$ cat src/design/ir_biphase_pulse_decoder_top_defines.svh
// Assertion macros for the infrared biphase pulse decoder.
`ifndef IR_BIPHASE_PULSE_DECODER_TOP_DEFINES_SVH
`define IR_BIPHASE_PULSE_DECODER_TOP_DEFINES_SVH

// Same-cycle implication, checked on every rising edge outside reset.
`define IBPD_ASSERT_NOW(label, clk, rst_n, ante, cons) \
  label: assert property (@(posedge clk) disable iff (!rst_n) (ante) |-> (cons)) \
    else $error("ibpd: same-cycle check failed");

// Next-cycle implication, checked on every rising edge outside reset.
`define IBPD_ASSERT_NEXT(label, clk, rst_n, ante, cons) \
  label: assert property (@(posedge clk) disable iff (!rst_n) (ante) |=> (cons)) \
    else $error("ibpd: next-cycle check failed");

`endif

$ cat src/design/ibpd_pkg.sv
// Shared widths, defaults and types for the infrared biphase pulse decoder.
`timescale 1ns / 1ps

package ibpd_pkg;

  localparam int DUR_W   = 16;  // pulse duration in timer ticks
  localparam int TICK_W  = 13;  // half-bit period register
  localparam int TOL_W   = 8;   // tolerance register
  localparam int WORD_W  = 12;  // frame word
  localparam int CNT_W   = 4;   // data bit counter
  localparam int SC_W    = 2;   // start pulse counter
  localparam int CFG_W   = 13;  // widest register
  localparam int CFG_IDX_W = 1;

  localparam int FRAME_BITS_DEF   = 11;
  localparam int START_PULSES_DEF = 3;

  localparam logic [TICK_W-1:0] HALF_BIT_RESET = 13'd10;
  localparam logic [TOL_W-1:0]  TOL_RESET      = 8'd1;

  localparam logic [CFG_IDX_W-1:0] CFG_HALF_BIT  = 1'd0;
  localparam logic [CFG_IDX_W-1:0] CFG_TOLERANCE = 1'd1;

  // Window hits for one, two and three nominal half-bit periods.
  typedef struct packed {
    logic one;
    logic two;
    logic three;
  } win_hits_t;

endpackage

$ cat src/design/ibpd_classify.sv
// Open-window classification of one pulse duration against 1T, 2T and 3T.
`timescale 1ns / 1ps

module ibpd_classify (
  input  logic [ibpd_pkg::DUR_W-1:0]  duration,
  input  logic [ibpd_pkg::TICK_W-1:0] half_bit,
  input  logic [ibpd_pkg::TOL_W-1:0]  tolerance,
  output ibpd_pkg::win_hits_t         hits
);

  // 3 * (8191 + 255) and the 16-bit duration both fit in 18 signed bits.
  localparam int CMP_W = ibpd_pkg::DUR_W + 2;

  logic signed [CMP_W-1:0] t_s, tol_s, d_s;
  logic signed [CMP_W-1:0] lo1, hi1, lo2, hi2, lo3, hi3;

  assign t_s   = $signed({{(CMP_W-ibpd_pkg::TICK_W){1'b0}}, half_bit});
  assign tol_s = $signed({{(CMP_W-ibpd_pkg::TOL_W){1'b0}}, tolerance});
  assign d_s   = $signed({{(CMP_W-ibpd_pkg::DUR_W){1'b0}}, duration});

  // Lower bounds may go negative; a signed compare then admits everything.
  assign lo1 = t_s - tol_s;
  assign hi1 = t_s + tol_s;
  assign lo2 = lo1 <<< 1;
  assign hi2 = hi1 <<< 1;
  assign lo3 = lo2 + lo1;
  assign hi3 = hi2 + hi1;

  assign hits.one   = (lo1 < d_s) && (d_s < hi1);
  assign hits.two   = (lo2 < d_s) && (d_s < hi2);
  assign hits.three = (lo3 < d_s) && (d_s < hi3);

endmodule

$ cat src/design/ir_biphase_pulse_decoder_top.sv
// Top level of the infrared biphase pulse-width decoder.
`timescale 1ns / 1ps
//
// Usage
//   Input channel (in_valid / in_ready / in_pulse_duration): one beat per
//   infrared edge, carrying the timer ticks since the previous edge.
//   Result channel (out_valid / out_ready / out_*): exactly one beat per
//   input beat: a decoded bit, a finished frame word, a loss-of-sync flag,
//   or an all-zero beat when the edge only arms or advances start hunting.
//   Configuration (cfg_we / cfg_index / cfg_data): half-bit period at index
//   0, tolerance at index 1; write only while no beat is in flight.
// Timing
//   Input register, then result register: a beat enters the input register
//   when accepted and moves into the result register once that is free or
//   draining. One beat per cycle is sustained while out_ready stays high,
//   as the state update between the two registers is combinational.
// Reset and back-pressure
//   Synchronous active-low reset empties both stages, returns to idle and
//   loads the default period (10) and tolerance (1). While out_ready is low
//   the result holds, one more beat may still enter the input register,
//   and in_ready drops once both stages are full.

`include "ir_biphase_pulse_decoder_top_defines.svh"

module ir_biphase_pulse_decoder_top #(
  parameter int FRAME_BITS   = ibpd_pkg::FRAME_BITS_DEF,
  parameter int START_PULSES = ibpd_pkg::START_PULSES_DEF
) (
  input  logic                             clk,
  input  logic                             rst_n,
  // input channel
  input  logic                             in_valid,
  output logic                             in_ready,
  input  logic [ibpd_pkg::DUR_W-1:0]       in_pulse_duration,
  // result channel
  output logic                             out_valid,
  input  logic                             out_ready,
  output logic                             out_bit_valid,
  output logic                             out_bit_value,
  output logic                             out_frame_done,
  output logic [ibpd_pkg::WORD_W-1:0]      out_frame_word,
  output logic                             out_sync_lost,
  // configuration
  input  logic                             cfg_we,
  input  logic [ibpd_pkg::CFG_IDX_W-1:0]   cfg_index,
  input  logic [ibpd_pkg::CFG_W-1:0]       cfg_data
);

  localparam logic [1:0] PH_IDLE = 2'd0;
  localparam logic [1:0] PH_HUNT = 2'd1;
  localparam logic [1:0] PH_DATA = 2'd2;

  localparam logic [ibpd_pkg::CNT_W-1:0] FRAME_LEN = ibpd_pkg::CNT_W'(FRAME_BITS);
  localparam logic [ibpd_pkg::SC_W-1:0]  SYNC_LAST = ibpd_pkg::SC_W'(START_PULSES - 1);
  localparam logic [ibpd_pkg::SC_W-1:0]  SC_ONE    = ibpd_pkg::SC_W'(1);
  localparam logic [ibpd_pkg::CNT_W-1:0] CNT_ONE   = ibpd_pkg::CNT_W'(1);

  // configuration registers
  logic [ibpd_pkg::TICK_W-1:0] half_bit_r;
  logic [ibpd_pkg::TOL_W-1:0]  tolerance_r;

  // input stage
  logic                         s1_valid_r;
  logic [ibpd_pkg::DUR_W-1:0]   s1_dur_r;
  logic                         s1_advance;

  // decoder state
  logic [1:0]                   phase_r, phase_nxt;
  logic [ibpd_pkg::SC_W-1:0]    start_count_r, start_count_nxt;
  logic [ibpd_pkg::WORD_W-1:0]  shift_word_r, shift_word_nxt;
  logic [ibpd_pkg::CNT_W-1:0]   bit_count_r, bit_count_nxt;

  // result register
  logic                         out_valid_r;
  logic                         bit_valid_r, bit_valid_nxt;
  logic                         bit_value_r, bit_value_nxt;
  logic                         frame_done_r, frame_done_nxt;
  logic [ibpd_pkg::WORD_W-1:0]  frame_word_r, frame_word_nxt;
  logic                         sync_lost_r, sync_lost_nxt;

  ibpd_pkg::win_hits_t          hits;
  logic                         new_bit;

  // Configuration writes land straight in the period and tolerance registers.
  always_ff @(posedge clk) begin
    if (!rst_n) begin
      half_bit_r  <= ibpd_pkg::HALF_BIT_RESET;
      tolerance_r <= ibpd_pkg::TOL_RESET;
    end else if (cfg_we) begin
      unique case (cfg_index)
        ibpd_pkg::CFG_HALF_BIT:  half_bit_r  <= cfg_data[ibpd_pkg::TICK_W-1:0];
        ibpd_pkg::CFG_TOLERANCE: tolerance_r <= cfg_data[ibpd_pkg::TOL_W-1:0];
        default: ;
      endcase
    end
  end

  // The input stage moves on whenever the result register is free or draining.
  assign s1_advance = s1_valid_r && (!out_valid_r || out_ready);
  assign in_ready   = !s1_valid_r || s1_advance;

  always_ff @(posedge clk) begin
    if (!rst_n) begin
      s1_valid_r <= 1'b0;
    end else if (in_ready) begin
      s1_valid_r <= in_valid;
    end
  end

  always_ff @(posedge clk) begin
    if (in_valid && in_ready) begin
      s1_dur_r <= in_pulse_duration;
    end
  end

  ibpd_classify u_classify (
    .duration  (s1_dur_r),
    .half_bit  (half_bit_r),
    .tolerance (tolerance_r),
    .hits      (hits)
  );

  // Pulses of one and three half-bit periods invert the previous bit, two repeat it.
  assign new_bit = (hits.one || hits.three) ? ~shift_word_r[0] : shift_word_r[0];

  always_comb begin
    phase_nxt       = phase_r;
    start_count_nxt = start_count_r;
    shift_word_nxt  = shift_word_r;
    bit_count_nxt   = bit_count_r;
    bit_valid_nxt   = 1'b0;
    bit_value_nxt   = 1'b0;
    frame_done_nxt  = 1'b0;
    frame_word_nxt  = '0;
    sync_lost_nxt   = 1'b0;
    unique case (phase_r)
      PH_HUNT: begin
        if (hits.one) begin
          if (start_count_r < SYNC_LAST) begin
            start_count_nxt = start_count_r + SC_ONE;
          end else begin
            // sync reached: emit the start bit, which is not stored
            shift_word_nxt = '0;
            bit_count_nxt  = '0;
            phase_nxt      = PH_DATA;
            bit_valid_nxt  = 1'b1;
          end
        end else begin
          start_count_nxt = SC_ONE;
        end
      end
      PH_DATA: begin
        if (bit_count_r < FRAME_LEN) begin
          if (hits.one || hits.two || hits.three) begin
            shift_word_nxt = {shift_word_r[ibpd_pkg::WORD_W-2:0], new_bit};
            bit_valid_nxt  = 1'b1;
            bit_value_nxt  = new_bit;
          end else begin
            phase_nxt     = PH_IDLE;
            sync_lost_nxt = 1'b1;
          end
          bit_count_nxt = bit_count_r + CNT_ONE;
        end else begin
          // frame end: this edge is not classified
          frame_done_nxt = 1'b1;
          frame_word_nxt = shift_word_r;
          phase_nxt      = PH_IDLE;
        end
      end
      default: begin
        // idle, and the unused code: arm start hunting
        start_count_nxt = SC_ONE;
        phase_nxt       = PH_HUNT;
      end
    endcase
  end

  always_ff @(posedge clk) begin
    if (!rst_n) begin
      phase_r       <= PH_IDLE;
      start_count_r <= '0;
      shift_word_r  <= '0;
      bit_count_r   <= '0;
    end else if (s1_advance) begin
      phase_r       <= phase_nxt;
      start_count_r <= start_count_nxt;
      shift_word_r  <= shift_word_nxt;
      bit_count_r   <= bit_count_nxt;
    end
  end

  always_ff @(posedge clk) begin
    if (!rst_n) begin
      out_valid_r <= 1'b0;
    end else if (s1_advance) begin
      out_valid_r <= 1'b1;
    end else if (out_ready) begin
      out_valid_r <= 1'b0;
    end
  end

  // Result payload: hold while stalled, load with each advancing beat.
  always_ff @(posedge clk) begin
    if (s1_advance) begin
      bit_valid_r  <= bit_valid_nxt;
      bit_value_r  <= bit_value_nxt;
      frame_done_r <= frame_done_nxt;
      frame_word_r <= frame_word_nxt;
      sync_lost_r  <= sync_lost_nxt;
    end
  end

  assign out_valid      = out_valid_r;
  assign out_bit_valid  = bit_valid_r;
  assign out_bit_value  = bit_value_r;
  assign out_frame_done = frame_done_r;
  assign out_frame_word = frame_word_r;
  assign out_sync_lost  = sync_lost_r;

  // A result beat reports at most one event.
  `IBPD_ASSERT_NOW(a_one_event, clk, rst_n, out_valid_r,
                   $onehot0({bit_valid_r, frame_done_r, sync_lost_r}))
  // In data the bit counter never runs past the frame length.
  `IBPD_ASSERT_NOW(a_count_bound, clk, rst_n, phase_r == PH_DATA, bit_count_r <= FRAME_LEN)
  // While hunting the start counter sits between one and the sync threshold.
  `IBPD_ASSERT_NOW(a_hunt_count, clk, rst_n, phase_r == PH_HUNT,
                   (start_count_r != '0) && (start_count_r <= SYNC_LAST))
  // A frame word is only reported straight after data, and drops to idle.
  `IBPD_ASSERT_NEXT(a_frame_idle, clk, rst_n, s1_advance && frame_done_nxt,
                    phase_r == PH_IDLE && out_valid_r && frame_done_r)

endmodule
$ cat config.mk
export PLATFORM = sky130hd
export DESIGN_NAME = ir_biphase_pulse_decoder_top
export DESIGN_NICKNAME = d
export VERILOG_FILES = /design/src/design/ibpd_pkg.sv /design/src/design/ibpd_classify.sv /design/src/design/ir_biphase_pulse_decoder_top.sv
export VERILOG_INCLUDE_DIRS = /design/src /design/src/design
export SDC_FILE = /design/constraint.sdc
export NUM_CORES = 1
export LEC_CHECK = 0
export BUFFER_PORTS_ARGS = -buffer_cell sky130_fd_sc_hd__buf_2
export CORE_MARGIN = 1
export CORE_UTILIZATION = 30
export CTS_CLUSTER_SIZE = 14
export DETAILED_ROUTE_END_ITERATION = 8
export SETUP_SLACK_MARGIN = 0.1
export SLEW_MARGIN = 20
export SYNTH_ARGS = -nofsm -noshare
export SYNTH_HDL_FRONTEND = slang
export SYNTH_SLANG_ARGS = --single-unit
$ cat constraint.sdc
create_clock -name clk -period 12.1 [get_ports clk]
set_input_delay 1.21 -clock clk [delete_from_list [all_inputs] [get_ports clk]]
set_output_delay 1.21 -clock clk [all_outputs]
set_load 0.02 [all_outputs]
==> results of run 1 <==
[kinds of logic (layout without fill, tap and decap cells)]
group / after synthesis / count (layout) / share of synthesized area
flip-flops: 75 / 75 / 0.264
buffers and inverters: 89 / 133 / 0.0508
adder cells (fa/ha/maj): 127 / 127 / 0.234
AO/OA/AOI/OAI: 212 / 212 / 0.217
multiplexers: 6 / 6 / 0.00888
XOR/XNOR: 47 / 47 / 0.0696
AND/OR/NAND/NOR: 221 / 221 / 0.155
[stage by stage]
step           hold slack, ns  total power, mW  cells  worst slack [ns]
5_1_grt                 0.488             1.10   1106              5.64
3_3_place_gp            0.438            0.734   1090              6.18
2_1_floorplan           0.424            0.641    777              7.07
4_1_cts                 0.476             1.02   1106              6.11
6_report                0.471             1.01   1106              6.22
3_5_place_dp            0.443            0.743   1090              6.12
[worst paths after layout]
check / start / end / depth (start not counted)
hold / removal: shift_word_r[11] / shift_word_r[11] / 2
setup reg to reg: tolerance_r[0] / phase_r[1] / 25
setup / recovery: tolerance_r[0] / phase_r[1] / 25
hold reg to reg: shift_word_r[11] / shift_word_r[11] / 2
[power by group through the flow]
stage                     registers, mW  clock network (mW)  logic (mW)
after floorplan                   0.291                   0       0.350
after global placement            0.293                   0       0.442
after detailed placement          0.293                   0       0.450
after CTS                         0.288               0.280       0.454
after global routing              0.289               0.290       0.518
final                             0.287               0.274       0.452
[sequential cells by signal, summed over array words and instances, names as in the netlist]
name,cells
start_count_r,2
out_frame_done,1
phase_r,2
s1_valid_r,1
out_valid,1
bit_count_r,4
shift_word_r,12
s1_dur_r,16
tolerance_r,8
out_bit_value,1
half_bit_r,13
out_bit_valid,1
out_frame_word,12
out_sync_lost,1
[cell usage after synthesis, drive strengths merged (19+ instances only)]
| master | count |
|---|---|
| a21boi | 19 |
| a21oi | 48 |
| and2 | 19 |
| dfxtp | 43 |
| edfxtp | 32 |
| ha | 121 |
| inv | 65 |
| nand2 | 84 |
| nand3 | 23 |
| nor2 | 34 |
| o21ai | 31 |
| xnor2 | 31 |
[routing by layer]
layer | up-vias | track usage | part of all wire
met3 | 23 | 0.0223 | 0.033
li1 | 2907 | - | -
met4 | 0 | 0.0543 | 0.027
met5 | - | 0 | 0
met1 | 2622 | 0.180 | 0.48
met2 | 85 | 0.231 | 0.46
[area by class of cell]
cell class	count	area (um2)
sequential	75	1820
timing repair buffer	52	260
multi-input combinational	613	4730
fill	2388	14900
inverter	65	244
tap	285	357
clock buffer	9	225
clock inverter	7	76.3
[worst min-delay path: cells and delay by family, from the launching register on]
kind | cells | cell delay, ns
and+or+nand+nor | 1 | 0.06
AOI/OAI and AO/OA | 1 | 0.06
DFF | 1 | 0.31
==> out/summary.json, run 1 <==
{
  "final_cell_mix": "sky130_fd_sc_hd__ha_1 (121), sky130_fd_sc_hd__nand2_1 (83), sky130_fd_sc_hd__inv_1 (64), sky130_fd_sc_hd__buf_2 (52), sky130_fd_sc_hd__a21oi_1 (47)",
  "post_synth_instance_area_um2": 6900,
  "clock_skew_ns": 0.00616,
  "power.switching_mw": 0.375,
  "relSlewSlack": 0.303,
  "power.switching_fraction": 0.370,
  "final_max_slew_viol_count": 0,
  "drt_drc_violations_left": 0,
  "ctsLongestPathBuffers": 2,
  "cp.buffers_inverters": 2,
  "worst_ir_drop_vdd_uv": 64.2,
  "synth_top_cell_area_share": 0.219,
  "seq_area_frac_synth": 0.264,
  "synth.avg_cell_area_um2": 8.88,
  "synth-edff-count": 32,
  "power_leakage_nw": 3.31,
  "row_count": 55,
  "area_delta_synth_final_pct": 11.8,
  "yosysUniqueCellTypes": 80,
  "antennaDiodeCount": 0,
  "setup_repair_after_global_routing_missed_its_margin": "false",
  "layout_commonest_cell": "sky130_fd_sc_hd__ha_1",
  "placed_area_um2": 7410,
  "power_per_cell_area_nw_per_um2": 131,
  "critical_path_class": "reg -> reg",
  "cts_tree": "built",
  "synth-main-ff-cell": "sky130_fd_sc_hd__dfxtp_1",
  "global_route.usage.total": 0.139,
  "combPwrFrac": 0.446,
  "yosys.area.top_type": "sky130_fd_sc_hd__ha_1",
  "root_buffer": "sky130_fd_sc_hd__clkbuf_16",
  "synth-warning-count": 0,
  "io_pins": 53,
  "post_synth_main_area_contributors": "sky130_fd_sc_hd__ha_1 (22%), sky130_fd_sc_hd__edfxtp_1 (14%), sky130_fd_sc_hd__dfxtp_1 (12%)",
  "grt_start_max_net_pins": 49,
  "synthesis.nets": 937,
  "number_of_hold_buffers_added_after_cts": 0,
  "final_design_area_no_fill_um2": 7710,
  "clock_insertion_delay_worst_skew_ns": 0.34,
  "gp_congestion": 0.819,
  "pwr-share-seq": 0.284,
  "setup_violations": 0,
  "totalNegativeSetupSlack_ns": 0,
  "achievable-frequency_mhz": 170,
  "crit_path_max_fanout": 5,
  "cts.reportedPaths.clkPinSlew_ns": 0.06,
  "h-tree-depth": 3,
  "end_kind": "register",
  "critPathTopFamily": "compound AO/OA/AOI/OAI gates",
  "floorplan.die.width_um": 154,
  "dr.pass1.iters": 4,
  "post-dp-hpwl_mm": 12.9,
  "die_height_um": 154,
  "start_kind": "register",
  "worst_ep_arrival_time_ns": 6.14,
  "die_area_um2": 23600,
  "routedWlPerCell_um": 14.4,
  "detail_route.vias_per_cell": 5.10,
  "vias": 5637,
  "antenna_found_initial": 0,
  "synth-async-reset-ratio": 0,
  "post-route-period-util": 0.486,
  "drt-total-wl_mm": 15.9,
  "detailedRoute.firstIterationViolations": 257,
  "post-route-util": 0.342,
  "worst-slew-pin-transition_ns": 1.04,
  "antenna_violating_nets_remaining": 0,
  "drive_gt1_frac": 0.0999,
  "status": "finished clean",
  "numCtsBuffers": 9,
  "slowest_stage": "sky130_fd_sc_hd__nor4_1",
  "post_synthesis_register_bit_count": 75,
  "worst_ep_required_time_ns": 12.37,
  "cts_resized": 0,
  "netlist_instances": 777,
  "start_util": 0.306,
  "holdCritPathClass": "reg -> reg",
  "first_pass_grt_wire_length_mm": 26.7,
  "first_global_vias": 5565,
  "core-area_um2": 22600,
  "final-hold-violation-count": 0,
  "grt_overflow": 0,
  "num-nets-final": 976,
  "internal-power_mw": 0.638,
  "tmin_final_ns": 5.88,
  "critPathMaxStageDelay_ns": 0.45,
  "cts.sink_count": 75,
  "reg2reg_setup_slack_ns": 6.22,
  "share_clk_of_total_power": 0.270,
  "timing.critical_path.mode_cell": "sky130_fd_sc_hd__ha_1",
  "buffer_ports.inserted": 52,
  "cap_violations": 0,
  "post-cts-setup-buffers": 0
}
No activity file was read; power rests on OpenSTA's default activity.
==> run 2, diff against run 1 <==
ABC_AREA = 1   (was default)
clock period = 6.1 ns   (was 12.1 ns; I/O delays follow)
==> out/summary.json, run 2 <==
{
  "worst_ep_required_time_ns": 6.39,
  "setup_repair_after_global_routing_missed_its_margin": "false",
  "yosys.area.top_type": "sky130_fd_sc_hd__ha_1",
  "post-dp-hpwl_mm": 13.3,
  "status": "finished clean",
  "worst_ep_arrival_time_ns": 5.81,
  "antenna_violating_nets_remaining": 0,
  "floorplan.die.width_um": 155,
  "post-route-util": 0.350,
  "post_synthesis_register_bit_count": 75,
  "detail_route.vias_per_cell": 4.60,
  "route.met2.wl_mm": 7.36,
  "slowest_stage": "sky130_fd_sc_hd__fa_1",
  "global_route.usage.total": 0.142,
  "post_synth_main_area_contributors": "sky130_fd_sc_hd__ha_1 (22%), sky130_fd_sc_hd__edfxtp_1 (14%), sky130_fd_sc_hd__dfxtp_1 (12%)",
  "relSlewSlack": 0.249,
  "number_of_hold_buffers_added_after_cts": 0,
  "post_synth_most_frequent_cells": "sky130_fd_sc_hd__nand2_1 (200), sky130_fd_sc_hd__inv_1 (127), sky130_fd_sc_hd__ha_1 (121), sky130_fd_sc_hd__a21oi_1 (93), sky130_fd_sc_hd__nor2_1 (91)",
  "placed_area_um2": 7580,
  "io_pins": 53,
  "final_cell_mix": "sky130_fd_sc_hd__nand2_1 (200), sky130_fd_sc_hd__inv_1 (127), sky130_fd_sc_hd__ha_1 (121), sky130_fd_sc_hd__a21oi_1 (92), sky130_fd_sc_hd__nor2_1 (91)",
  "numCtsBuffers": 9,
  "netlist_instances": 953,
  "setup_violations": 0,
  "worstReg2RegStart": "tolerance_r[0]",
  "totalNegativeSetupSlack_ns": 0,
  "area_delta_synth_final_pct": 13.6,
  "final-hold-violation-count": 0,
  "cap_violations": 0,
  "root_buffer": "sky130_fd_sc_hd__clkbuf_16",
  "antennaDiodeCount": 0,
  "final.hold.worst_slack_ns": 0.433,
  "post-route-period-util": 0.904,
  "crit_path_max_fanout": 9,
  "registers_with_the_highest_flip_flop_counts": "s1_dur_r x16, half_bit_r x13",
  "fin_cells": 1321,
  "drive_gt1_frac": 0.107,
  "vias": 6071,
  "cts.sink_count": 75,
  "antenna_found_initial": 0,
  "tmin_final_ns": 5.52,
  "largest_register_ffs": 16,
  "m1WireLength_mm": 8.04,
  "worst_ir_drop_vdd_uv": 229,
  "worst_slack_ns": 0.585,
  "start_util": 0.308,
  "layout_commonest_cell": "sky130_fd_sc_hd__nand2_1",
  "row_count": 55,
  "num-nets-final": 1163,
  "worst-slew-pin-transition_ns": 1.12,
  "holdCritPathClass": "in -> reg",
  "clock_skew_ns": 0.00555,
  "gp_congestion": 0.813,
  "die_area_um2": 24000,
  "drt_drc_violations_left": 0,
  "synth_most_common_cell": "sky130_fd_sc_hd__nand2_1",
  "final_design_area_no_fill_um2": 7970,
  "report.power.total_mw": 2.31,
  "timing.critical_path.mode_cell": "sky130_fd_sc_hd__nand2_1",
  "critical_path_class": "reg -> reg",
  "end_kind": "register",
  "synth_top_cell_area_share": 0.216,
  "place_ws_ns": 0.404,
  "cts_tree": "built",
  "core-area_um2": 22800,
  "endpoint": "shift_word_r[7]",
  "yosysUniqueCellTypes": 43,
  "synthesis.nets": 1113,
  "buffer_ports.inserted": 52,
  "crit_path_start": "tolerance_r[0]",
  "critPathMaxStageDelay_ns": 0.40,
  "start_kind": "register",
  "clock_insertion_delay_worst_skew_ns": 0.35,
  "dr.pass1.iters": 4,
  "post-cts-setup-buffers": 0,
  "synth-edff-count": 32,
  "power_per_cell_area_nw_per_um2": 290,
  "detailroute.wirelength.met3_um": 540,
  "first_global_vias": 5785,
  "synth-async-reset-ratio": 0,
  "dp_cells": 1304,
  "routedWlPerCell_um": 12.3,
  "seq_area_frac_synth": 0.260,
  "cts_resized": 0,
  "register_name_with_the_most_flops": "s1_dur_r",
  "maxUsedRoutingLayer": "met4",
  "detailedRoute.firstIterationViolations": 306,
  "post_synth_instance_area_um2": 7020,
  "grt_start_max_net_pins": 39,
  "power_leakage_nw": 3.94,
  "cts.reportedPaths.clkPinSlew_ns": 0.06,
  "die_height_um": 155,
  "first_pass_grt_wire_length_mm": 27.3,
  "synth-main-ff-cell": "sky130_fd_sc_hd__dfxtp_1",
  "h-tree-depth": 3,
  "r2r-end": "shift_word_r[7]",
  "timing.reg2reg.worst_path_depth": 32,
  "drt-total-wl_mm": 16.2,
  "synth.avg_cell_area_um2": 7.36,
  "final_max_slew_viol_count": 0,
  "ctsLongestPathBuffers": 2,
  "grt_overflow": 0,
  "synth-warning-count": 0,
  "achievable-frequency_mhz": 181,
  "reg2reg_setup_slack_ns": 0.58
}
[run 2: layer usage]
| metal | global-route usage | vias up |
|---|---|---|
| met1 | 0.190 | 2731 |
| met5 | 0 | - |
| met4 | 0.0438 | 0 |
| met3 | 0.0209 | 14 |
| li1 | - | 3253 |
| met2 | 0.236 | 73 |
[run 2: worst min-delay path by stage]
stage,from,endpoint,slack (ns),depth (start not counted)
finish,in_pulse_duration[11],s1_dur_r[11],0.43,1
detailed placement,bit_count_r[3],bit_count_r[3],0.44,2
floorplan,bit_count_r[3],bit_count_r[3],0.42,2
global placement,bit_count_r[3],bit_count_r[3],0.44,2
CTS,in_pulse_duration[11],s1_dur_r[11],0.42,1
global route,in_pulse_duration[11],s1_dur_r[11],0.42,1
[run 2: cell families (layout without fill, tap and decap cells)]
| logic type | count (synthesis) | after routing | share of synthesized area |
|---|---|---|---|
| compound gates | 171 | 171 | 0.136 |
| xor+xnor | 38 | 38 | 0.0474 |
| fa+ha+maj | 125 | 125 | 0.227 |
| buf+inv | 151 | 205 | 0.0875 |
| flops | 75 | 75 | 0.260 |
| simple gates | 393 | 394 | 0.242 |
[run 2: worst max-delay path, delay by kind of cell (launching register included)]
| kind | cells | cell delay, ns |
|---|---|---|
| simple gates | 14 | 1.84 |
| compound gates | 10 | 1.70 |
| fa+ha+maj | 4 | 1.23 |
| flops | 1 | 0.35 |
| buf+inv | 3 | 0.25 |
| xor+xnor | 1 | 0.07 |
[run 2: report_power, final]
part           switching [mW]  internal (mW)  total (mW)
sequential             0.0241          0.552       0.577
clock                   0.229          0.403       0.631
combinational           0.654          0.453        1.11
total                   0.906           1.41        2.31
[run 2: area by class of cell]
cell class / count / area [um2]
Inverter: 135 / 507
Timing Repair Buffer: 54 / 275
Sequential cell: 75 / 1820
Fill cell: 2463 / 14800
Clock buffer: 9 / 225
Tap cell: 313 / 392
Multi-Input combinational cell: 728 / 4630
Clock inverter: 7 / 121
